===== config.mk =====
export PLATFORM = sky130hd
export DESIGN_NAME = lge_ctrl
export DESIGN_NICKNAME = d
export VERILOG_FILES = /design/src/hw/rtl/lge_pkg.sv /design/src/hw/rtl/lge_ctrl.sv
export SDC_FILE = /design/constraint.sdc
export NUM_CORES = 1
export LEC_CHECK = 0
export BUFFER_PORTS_ARGS = -buffer_cell sky130_fd_sc_hd__buf_2
export CORE_UTILIZATION = 37
export CTS_CLUSTER_SIZE = 40
export DETAILED_ROUTE_END_ITERATION = 7
export GPL_ROUTABILITY_DRIVEN = 0
export PLACE_DENSITY = 0.68
export RECOVER_POWER = 100
export SYNTH_ARGS = -nofsm -noshare
export SYNTH_HDL_FRONTEND = slang
export SYNTH_SLANG_ARGS = --single-unit

===== constraint.sdc =====
create_clock -name aclk -period 2.45 [get_ports aclk]
set_input_delay 0.1225 -clock aclk [delete_from_list [all_inputs] [get_ports aclk]]
set_output_delay 0.1225 -clock aclk [all_outputs]
set_load 0.02 [all_outputs]

===== src/hw/rtl/lge_pkg.sv =====
// Shared types and constants for the Game of Life generation engine.
`timescale 1ns / 1ps
`default_nettype none

package lge_pkg;

    // Item and result field widths.
    localparam int CMD_W      = 2;
    localparam int ROW_W      = 6;
    localparam int COL_W      = 6;
    localparam int S_TDATA_W  = 16;
    localparam int S_TUSER_W  = 2;
    localparam int M_TDATA_W  = 8;
    localparam int M_TUSER_W  = 1;

    // Configuration port.
    localparam int CFG_IDX_W  = 2;
    localparam int CFG_DATA_W = 7;
    localparam logic [CFG_IDX_W-1:0] CFG_ROWS_IN_USE = 2'd0;
    localparam logic [CFG_IDX_W-1:0] CFG_COLS_IN_USE = 2'd1;
    localparam logic [CFG_IDX_W-1:0] CFG_WRAP_MODE   = 2'd2;
    localparam int CFG_DIM_RESET = 64;

    // Command codes carried in s_tuser.
    localparam logic [CMD_W-1:0] CMD_LOAD = 2'd0;
    localparam logic [CMD_W-1:0] CMD_STEP = 2'd1;
    localparam logic [CMD_W-1:0] CMD_READ = 2'd2;

    typedef enum logic [3:0] {
        ST_CLEAR,
        ST_IDLE,
        ST_LOAD_RD,
        ST_LOAD_WR,
        ST_READ_RD,
        ST_READ_OUT,
        ST_STEP_RD0,
        ST_STEP_RDLAST,
        ST_STEP_RD1,
        ST_STEP_CAPN,
        ST_STEP_CELL,
        ST_STEP_WB,
        ST_STEP_ADV,
        ST_STEP_OUT
    } ctrl_state_t;

    typedef enum logic [3:0] {
        DP_NOP,
        DP_CLR_WR,
        DP_TAKE,
        DP_ITEM_RD,
        DP_LOAD_WR,
        DP_OUT_READ,
        DP_S_RD0,
        DP_S_RDLAST,
        DP_S_RD1,
        DP_S_CAPN,
        DP_S_CELL,
        DP_S_WB,
        DP_S_ADV,
        DP_OUT_STEP
    } dp_op_t;

    typedef struct packed {
        logic clr_last;
        logic row_last;
        logic col_last;
        logic out_free;
        logic item_inside;
    } dp_status_t;

endpackage

`default_nettype wire


===== src/hw/rtl/lge_ctrl.sv =====
// Controller state machine that sequences clearing, item handling and generation steps.
`timescale 1ns / 1ps
`default_nettype none

module lge_ctrl (
    input  wire logic                         aclk,
    input  wire logic                         aresetn,
    input  wire logic                         s_tvalid,
    output logic                              s_tready,
    input  wire logic [lge_pkg::CMD_W-1:0]    item_cmd,
    input  wire lge_pkg::dp_status_t          status,
    output lge_pkg::dp_op_t                   op
);
    import lge_pkg::*;

    ctrl_state_t state_reg;
    ctrl_state_t state_next;

    always_ff @(posedge aclk) begin
        if (!aresetn) begin
            state_reg <= ST_CLEAR;
        end else begin
            state_reg <= state_next;
        end
    end

    always_comb begin
        state_next = state_reg;
        op         = DP_NOP;
        s_tready   = 1'b0;
        unique case (state_reg)
            ST_CLEAR: begin
                op = DP_CLR_WR;
                if (status.clr_last) begin
                    state_next = ST_IDLE;
                end
            end
            ST_IDLE: begin
                s_tready = 1'b1;
                if (s_tvalid) begin
                    op = DP_TAKE;
                    unique case (item_cmd)
                        CMD_LOAD: begin
                            if (status.item_inside) begin
                                state_next = ST_LOAD_RD;
                            end
                        end
                        CMD_STEP: begin
                            state_next = ST_STEP_RD0;
                        end
                        CMD_READ: begin
                            // A read outside the grid skips the memory and returns zero.
                            state_next = status.item_inside ? ST_READ_RD : ST_READ_OUT;
                        end
                        default: begin
                            state_next = ST_IDLE;
                        end
                    endcase
                end
            end
            ST_LOAD_RD: begin
                op         = DP_ITEM_RD;
                state_next = ST_LOAD_WR;
            end
            ST_LOAD_WR: begin
                op         = DP_LOAD_WR;
                state_next = ST_IDLE;
            end
            ST_READ_RD: begin
                op         = DP_ITEM_RD;
                state_next = ST_READ_OUT;
            end
            ST_READ_OUT: begin
                if (status.out_free) begin
                    op         = DP_OUT_READ;
                    state_next = ST_IDLE;
                end
            end
            ST_STEP_RD0: begin
                op         = DP_S_RD0;
                state_next = ST_STEP_RDLAST;
            end
            ST_STEP_RDLAST: begin
                op         = DP_S_RDLAST;
                state_next = ST_STEP_RD1;
            end
            ST_STEP_RD1: begin
                op         = DP_S_RD1;
                state_next = ST_STEP_CAPN;
            end
            ST_STEP_CAPN: begin
                op         = DP_S_CAPN;
                state_next = ST_STEP_CELL;
            end
            ST_STEP_CELL: begin
                op = DP_S_CELL;
                if (status.col_last) begin
                    state_next = ST_STEP_WB;
                end
            end
            ST_STEP_WB: begin
                op         = DP_S_WB;
                state_next = status.row_last ? ST_STEP_OUT : ST_STEP_ADV;
            end
            ST_STEP_ADV: begin
                op         = DP_S_ADV;
                state_next = ST_STEP_CELL;
            end
            ST_STEP_OUT: begin
                if (status.out_free) begin
                    op         = DP_OUT_STEP;
                    state_next = ST_IDLE;
                end
            end
            default: begin
                state_next = ST_IDLE;
            end
        endcase
    end

endmodule

`default_nettype wire


==> out/metrics.cfg <==
[status]
status=finished clean

[global_routing]
grt_max_degree=21
overflow=0
antenna_found_initial=0
grtUsageTotal_pct=19.6
grt_pass1_wl_mm=2.13
grt_pass1_vias=515

[clock_tree]
cts_tree=done
clock_latency_ns=0.24
ctsResizeCount=0
cts_hold_buf=0
clockBufferDepth=2
cts.sinks=4
clkTransAtPathRegs_ns=0.04
numCtsBuffers=3
root_buffer=clkbuf_4
post_cts_buffers=0
h-tree-depth=1

[cells_and_area]
nFillCells=153
nets=106
regArea_um2=80.1
fin_util_pct=45.5
multi_input_comb_area_um2=402
syn_to_final_growth_pct=10.8
drive_gt1_share_pct=17.8
largest_reg_flops=4
stdcell_area_um2=614
n_antenna_cell=0

[floorplan]
die_w_um=40.7
initial_core_util_pct=41.1
num_io_pins=15
die_height_um=40.7
die_area_mm2=0.00166
core_mm2=0.00135
num_rows=13

[timing]
setup_tns_ns=0
setup_viol=0
hold_viol_final=0
max_freq_mhz=473
clock_skew_ns=0.00272
relSlewSlack_pct=54.1
finalCriticalPeriod_ns=2.11
whs_ns=0.154
worst_pin_slew_ns=0.687
post-route-period-util_pct=86.3
drv_slew=0
rsz0062_at_grt=false

[setup_path]
cp_max_fo=15
end_kind=output pin
cp_slowest_cell=dfxtp_1
r2r_start=state_reg[3]
rr_worst_depth=5
path_class=flop to output pin
slowest_delay_ns=0.58
regToRegSetupSlack_ns=0.59
cp.arrival_ns=1.99
required_ns=2.33
cp_cell_sequence=or3b_1 > o221a_2 > o22ai_1 > clkbuf_1
startpoint_type=flop
rr_endpoint=state_reg[1]

[worst_hold_path]
min_from=aresetn
hp-class=input port to flop
hold_path_depth=2
hold_end=state_reg[2]

[run]
drv_cap=0

[power]
ir_drop_mv=0.156
total_power_mw=0.275
p_per_area_mw_per_mm2=447
p_leak_nw=0.290

[synthesis]
synth-edff-count=0
synth_area_leaders=dfxtp_1, ha_1, a21oi_1
syn_nets=94
netlist_instances=80
async_flop_share_pct=0
ys_warn_count=0
synth-main-ff-cell=dfxtp_1
synth-seq-cells=4
synthDominantCellAreaShare_pct=14.4
avgSynthCellArea_um2=6.93
synth_area_um2=554
synthTopCellsByCount=a21oi_1, nor2_1, inv_1
synth_top_area_cell=dfxtp_1
yosys.cell_types.count=32
ys_seq_area_share_pct=14.4

[drt]
via_per_inst=5.58
drt_iter0_drc=13
vias=586
drtPass1Iterations=4
drc_errors=0
drt-wirelength-per-cell_um=11.9
ant_nets=0
finalWirelength_mm=1.25

[placed_design]
dp_hpwl_um=885
placed_area_um2=604
portBuffers=14

[how the worst max path moves through the flow]
stage | startpoint | end | slack [ns]
final | state_reg[0] | op[1] | 0.34
after CTS | state_reg[0] | op[1] | 0.42
after detailed placement | state_reg[0] | state_reg[1] | 0.62
after global placement | state_reg[0] | state_reg[1] | 0.64
after global routing | state_reg[0] | op[1] | 0.19
after floorplan | state_reg[1] | op[1] | 0.87
[layer usage]
metal / wire length [um] / global-route usage (%) / up-vias
li1: - / - / 302
met1: 549 / 22.5 / 252
met2: 586 / 33.3 / 26
met3: 79 / 4.89 / 6
met4: 36 / 10.0 / 0
met5: 0 / 0 / -
[report_power, final]
| part | internal [mW] | leakage, nW | total, mW | switching, mW |
|---|---|---|---|---|
| Clock | 0.0550 | 0.0138 | 0.0850 | 0.0300 |
| Combinational | 0.0459 | 0.243 | 0.103 | 0.0576 |
| Sequential | 0.0698 | 0.0326 | 0.0864 | 0.0165 |
[cells by family (layout without fill, tap and decap cells)]
kind of cell / after synthesis / after routing / share of synthesized area [%]
AOI/OAI and AO/OA: 28 / 28 / 33.6
and+or+nand+nor: 28 / 28 / 28.0
adders and majority gates: 4 / 4 / 9.03
xor gates and xnor gates: 2 / 2 / 3.16
buffers and inverters: 14 / 24 / 11.7
DFF: 4 / 4 / 14.4
[cell usage in the layout (no fill, tap or decap), drive strengths merged]
| cell type | count |
|---|---|
| a211o | 1 |
| a211oi | 1 |
| a21boi | 1 |
| a21o | 3 |
| a21oi | 9 |
| a221oi | 1 |
| a31o | 1 |
| and3 | 1 |
| and3b | 1 |
| buf | 10 |
| clkbuf | 7 |
| dfxtp | 4 |
| ha | 4 |
| inv | 7 |
| nand2 | 5 |
| nand2b | 1 |
| nand3 | 2 |
| nand3b | 1 |
| nor2 | 10 |
| nor2b | 1 |
| nor3 | 2 |
| nor3b | 1 |
| nor4b | 1 |
| o21a | 3 |
| o21ai | 4 |
| o221a | 1 |
| o22ai | 3 |
| or3b | 2 |
| xor2 | 2 |
[critical path, delay by kind of cell (launching register included)]
kind / cells / cell delay (ns)
compound gates: 2 / 0.42
flops: 1 / 0.58
buf+inv: 1 / 0.26
simple gates: 1 / 0.49
[through the flow]
step	cells	worst slack, ns
finish	105	0.336
global route	105	0.193
CTS	105	0.417
detailed placement	102	0.621
global placement	102	0.638
floorplan	80	0.873
[cell type report]
| cell class | instances | share of cell area (%) |
|---|---|---|
| inverters | 7 | 4.28 |
| flip-flops and latches | 4 | 13.0 |
| repair buffers | 14 | 10.6 |
| multi-input cells | 62 | 65.4 |
| well taps | 15 | 3.05 |
| clock buffers | 3 | 3.67 |
No activity file was read; power rests on OpenSTA's default activity.
